`src/hw/rtl/bsca_pkg.sv`:
```
// ----------------------------------------------------------------------------
// bsca_pkg
// Shared types, constants and codes of the size-class allocator.
// ----------------------------------------------------------------------------
package bsca_pkg;

	localparam int REGIONS_PER_CLASS = 64;
	localparam int CHUNKS_PER_REGION = 32;
	localparam int NUM_CLASSES       = 11;
	localparam int MIN_CHUNK_SHIFT   = 2;
	localparam int ADDR_BITS         = 40;

	localparam int REGION_SHIFT     = 5;
	localparam int REFILL_STEP      = 5;
	localparam int REFILL_MAX_CLASS = 5;

	localparam int TABLE_DEPTH = NUM_CLASSES * REGIONS_PER_CLASS;
	localparam int TBL_AW      = $clog2(TABLE_DEPTH);
	localparam int SLOT_W      = $clog2(REGIONS_PER_CLASS);
	localparam int CNT_W       = $clog2(REGIONS_PER_CLASS + 1);
	localparam int CLS_W       = $clog2(NUM_CLASSES + 1);
	localparam int BIT_W       = $clog2(CHUNKS_PER_REGION);

	localparam int CMD_W   = 2;
	localparam int SIZE_W  = 18;
	localparam int ST_W    = 3;
	localparam int GSIZE_W = 13;

	localparam logic [CMD_W-1:0] CMD_ADD = 2'd0;
	localparam logic [CMD_W-1:0] CMD_ACQ = 2'd1;
	localparam logic [CMD_W-1:0] CMD_REL = 2'd2;

	localparam logic [ST_W-1:0] ST_OK      = 3'd0;
	localparam logic [ST_W-1:0] ST_NOSPACE = 3'd1;
	localparam logic [ST_W-1:0] ST_BADSIZE = 3'd2;
	localparam logic [ST_W-1:0] ST_BADADDR = 3'd3;
	localparam logic [ST_W-1:0] ST_FULL    = 3'd4;

	typedef struct packed {
		logic [CMD_W-1:0]     cmd;
		logic [SIZE_W-1:0]    req_size;
		logic [ADDR_BITS-1:0] req_addr;
	} req_t;

	typedef struct packed {
		logic [ST_W-1:0]      status;
		logic [ADDR_BITS-1:0] grant_addr;
		logic [GSIZE_W-1:0]   grant_size;
		logic                 region_emptied;
	} rsp_t;

	typedef struct packed {
		logic                         valid;
		logic [ADDR_BITS-1:0]         base;
		logic [CHUNKS_PER_REGION-1:0] bits;
	} entry_t;

	typedef enum logic [3:0] {
		S_CLEAR, S_IDLE, S_PRE, S_SCAN1, S_EVAL1, S_SCAN2, S_EVAL2, S_FILL, S_DONE
	} state_t;

	typedef enum logic [2:0] {
		RS_NONE, RS_PRE, RS_EVAL1, RS_EVAL2, RS_FILL
	} res_sel_t;

	typedef struct packed {
		logic     clr;
		logic     load;
		logic     scan_start;
		logic     scan_par;
		logic     scan_step;
		res_sel_t res_sel;
		logic     out_load;
	} ctl_cmd_t;

	typedef struct packed {
		logic clr_done;
		logic pre_ok;
		logic scan_done;
		logic need_refill;
		logic par_ok;
		logic out_free;
	} dp_stat_t;

endpackage

```
`src/hw/rtl/bsca_ctrl.sv`:
```
// ----------------------------------------------------------------------------
// bsca_ctrl
// Sequencer: clearing pass, table scans, updates and result hand-off.
// ----------------------------------------------------------------------------
module bsca_ctrl (
	input  logic               clk,
	input  logic               arst_n,
	input  logic               req_valid,
	output logic               req_stall,
	input  bsca_pkg::dp_stat_t stat,
	output bsca_pkg::ctl_cmd_t cmd
);

	import bsca_pkg::*;

	state_t state_q, state_n;

	always_ff @(posedge clk or negedge arst_n) begin
		if (!arst_n) begin
			state_q <= S_CLEAR;
		end else begin
			state_q <= state_n;
		end
	end

	always_comb begin
		state_n        = state_q;
		cmd            = '0;
		cmd.res_sel    = RS_NONE;
		req_stall      = (state_q != S_IDLE);
		unique case (state_q)
			S_CLEAR: begin
				cmd.clr = 1'b1;
				if (stat.clr_done) state_n = S_IDLE;
			end
			S_IDLE: begin
				if (req_valid) begin
					cmd.load = 1'b1;
					state_n  = S_PRE;
				end
			end
			S_PRE: begin
				if (stat.pre_ok) begin
					cmd.scan_start = 1'b1;
					state_n        = S_SCAN1;
				end else begin
					cmd.res_sel = RS_PRE;
					state_n     = S_DONE;
				end
			end
			S_SCAN1: begin
				cmd.scan_step = 1'b1;
				if (stat.scan_done) state_n = S_EVAL1;
			end
			S_EVAL1: begin
				if (stat.need_refill) begin
					cmd.scan_start = 1'b1;
					cmd.scan_par   = 1'b1;
					state_n        = S_SCAN2;
				end else begin
					cmd.res_sel = RS_EVAL1;
					state_n     = S_DONE;
				end
			end
			S_SCAN2: begin
				cmd.scan_step = 1'b1;
				if (stat.scan_done) state_n = S_EVAL2;
			end
			S_EVAL2: begin
				cmd.res_sel = RS_EVAL2;
				state_n     = stat.par_ok ? S_FILL : S_DONE;
			end
			S_FILL: begin
				cmd.res_sel = RS_FILL;
				state_n     = S_DONE;
			end
			S_DONE: begin
				if (stat.out_free) begin
					cmd.out_load = 1'b1;
					state_n      = S_IDLE;
				end
			end
			default: state_n = S_CLEAR;
		endcase
	end

endmodule

```
`config.mk`:
```
export PLATFORM = sky130hd
export DESIGN_NAME = bsca_ctrl
export DESIGN_NICKNAME = d
export VERILOG_FILES = /design/src/hw/rtl/bsca_pkg.sv /design/src/hw/rtl/bsca_ctrl.sv
export SDC_FILE = /design/constraint.sdc
export NUM_CORES = 1
export LEC_CHECK = 0
export BUFFER_PORTS_ARGS = -buffer_cell sky130_fd_sc_hd__buf_2
export CORE_AREA = 2 2 39 41
export DETAILED_ROUTE_END_ITERATION = 8
export DIE_AREA = 0 0 41 43
export GPL_ROUTABILITY_DRIVEN = 1
export PLACE_DENSITY_LB_ADDON = 0.25
export SLEW_MARGIN = 20
export SYNTH_ARGS = -nofsm -noshare
export SYNTH_HDL_FRONTEND = slang
export SYNTH_SLANG_ARGS = --single-unit
```
`constraint.sdc`:
```
create_clock -name clk -period 3.98 [get_ports clk]
set_input_delay 0.796 -clock clk [delete_from_list [all_inputs] [get_ports clk]]
set_output_delay 0.796 -clock clk [all_outputs]
set_load 0.02 [all_outputs]
```
==> results.yml <==
clocking:
  cts_setup_buffers: 0
  post_cts_resized: 0
  clock_latency_ns: 0.23
  path_clk_slew_ns: 0.04
  htreeDepth: 1
  holdBufCountCts: 0
  cts_buffers: 3
  clockRootBuffer: "clkbuf_4"
  clk_path_buf_depth: 2
  cts_tree: "done"
  clock_sinks: 4
finish:
  area_growth_syn_to_layout_pct: 25.0
  drive_above_1_share_pct: 31.9
  largest_register: "state_q"
  largest_reg_flops: 4
  reg.largest.list: "state_q: 4 flops"
  antenna_cells: 0
  post-route-cell-area_um2: 519
  nets: 83
setup_path:
  worstReg2RegEnd: "state_q[0]"
  cp_max_fo: 3
  cp_common_cell: "buf_2"
  crit_chain: "buf_2 > inv_1 > nor2_1 > nand2_1 > a21boi_0 > buf_2"
  crit_slowest_cell: "buf_2"
  reg2reg_depth: 4
  required_ns: 3.18
  critPathLaunchType: "primary input"
  cp.arrival_ns: 1.49
  crit_path_end_kind: "output port"
  timing.rr.start: "state_q[2]"
  endpoint: "cmd[6]"
  worst-setup-path-type: "primary input to output port"
  r2r_slack_ns: 2.56
  cp-startpoint: "stat[2]"
  max_stage_delay_ns: 0.18
placed_design:
  pre_cts_ws_ns: 1.69
  io_buffers: 18
  gp_congestion: 0.810
  placedInstanceArea_um2: 497
  dp_hpwl_um: 748
grt:
  grt_max_degree: 15
  grt_pass1_vias: 413
  antenna_found_initial: 0
  globalRouteOverflowTotal: 0
  grt.total_usage_pct: 14.6
  grt_pass1_wl_um: 1700
timing:
  finalSetupTns_ns: 0
  holdWs_ns: 0.360
  report.final.slew_viol_count: 0
  rsz0062_at_grt: "no"
  clock_skew_ns: 0.00391
  fin_crit_sh_pct: 57.4
  max_slew_margin_pct: 71.8
  worst_slew_pin_slew_ns: 0.423
  layout_min_cycle_time_ns: 2.28
  setup_viol: 0
  fmax_mhz: 438
  worst_slack_ns: 1.70
  hold_viol: 0
floorplan:
  rows: 14
  die_h_um: 43
  start_util_pct: 30.0
  die-area_mm2: 0.00176
  die_w_um: 41
  core_mm2: 0.00138
  ios: 19
pwr:
  power.total_mw: 0.391
  vdd_drop_max_mv: 0.345
  p_leak_nw: 0.267
  p_per_area_mw_per_mm2: 752
job:
  cap_viol_max_count: 0
synth:
  seq_area_frac_synth_pct: 24.1
  synth_cell_types: 26
  syn_area_um2: 415
  syn_area_per_cell_um2: 7.55
  yosys_warnings: 0
  syn-num-nets: 64
  synth-seq-cells: 4
  synth_cells: 55
drt:
  wire_per_inst_um: 11.4
  drc: 0
  via_per_inst: 5.03
  postRouteAntennaNets: 0
  vias: 443
  drt-total-wl_um: 1010
  drt-initial-drc-count: 9
  dr.pass1.iters: 4
hold_path:
  hold_path_class: "primary input to asynchronous set/reset pin"
run_status:
  outcome: "complete, no violations"
[where the power goes]
part	leakage [nW]	total (mW)	switching [mW]	internal, mW
clock network	0.0138	0.0493	0.0157	0.0337
logic	0.201	0.229	0.131	0.0974
registers	0.0519	0.112	0.0552	0.0572
total	0.267	0.391	0.202	0.188
[Yosys cell counts, drive strengths merged]
cell type,n,area (um^2)
nand2,7,26.3
nor2,5,18.8
buf,4,28.8
dfrtp,4,100
inv,4,15.0
nor3,4,25.0
and3,3,18.8
nor2b,3,18.8
o21ai,3,15.0
a32oi,2,17.5
mux2i,2,20.0
nand2b,2,12.5
nor4,2,12.5
a2111oi,1,10.0
a211oi,1,7.51
a21boi,1,7.51
a221oi,1,15.0
a31oi,1,6.26
and2,1,6.26
and3b,1,8.76
nor3b,1,7.51
o221ai,1,8.76
xnor2,1,8.76
[cell families (layout without fill, tap and decap cells)]
logic type,after synthesis,after routing,share of synthesized area (%)
xor gates and xnor gates,1,1,2.11
AOI/OAI and AO/OA,11,11,21.1
buffers and inverters,8,25,10.5
and+or+nand+nor,29,29,37.4
muxes,2,2,4.82
DFF,4,4,24.1
[routing by layer]
layer | global-route usage, % | share of wire (%)
met5 | 0 | 0
met1 | 17.1 | 47
met3 | 7.85 | 5.2
met2 | 22.2 | 48
met4 | 4.00 | 0
[how the worst min path moves through the flow]
stage               cells past startpoint         end  slack (ns)
detailed placement                      1  state_q[2]        0.61
floorplan                               0  state_q[0]        0.50
global route                            1  state_q[1]        0.35
global placement                        1  state_q[1]        0.61
CTS                                     1  state_q[1]        0.35
finish                                  1  state_q[1]        0.36
[stage by stage]
step	utilization, %	cells
floorplan	-	55
global placement	35.9	85
detailed placement	35.9	85
CTS	37.5	88
global route	37.5	88
finish	37.5	88
[cells in the final DEF (no fill, tap or decap), drive strengths merged]
master and count:
buf 18, nand2 7, nor2 5, inv 4, dfrtp 4, nor3 4, and3 3, nor2b 3
o21ai 3, clkbuf 3, nand2b 2, nor4 2, a32oi 2, mux2i 2, a21boi 1, xnor2 1
nor3b 1, o221ai 1, a211oi 1, and2 1, a2111oi 1, a31oi 1, and3b 1, a221oi 1
[final cells by class]
| cell class | count | area [um^2] |
|---|---|---|
| clock buffers | 3 | 22.5 |
| fillers | 150 | 865 |
| inverters | 4 | 15.0 |
| multi-input cells | 43 | 272 |
| flip-flops and latches | 4 | 100 |
| well taps | 16 | 20.0 |
| repair buffers | 18 | 90.1 |
[critical path: cells and delay by family]
family | cells | cell delay (ns)
AND/OR/NAND/NOR | 2 | 0.21
buffers and inverters | 3 | 0.32
AO/OA/AOI/OAI | 1 | 0.16
Note: power is estimated with default switching activity, not from simulation.
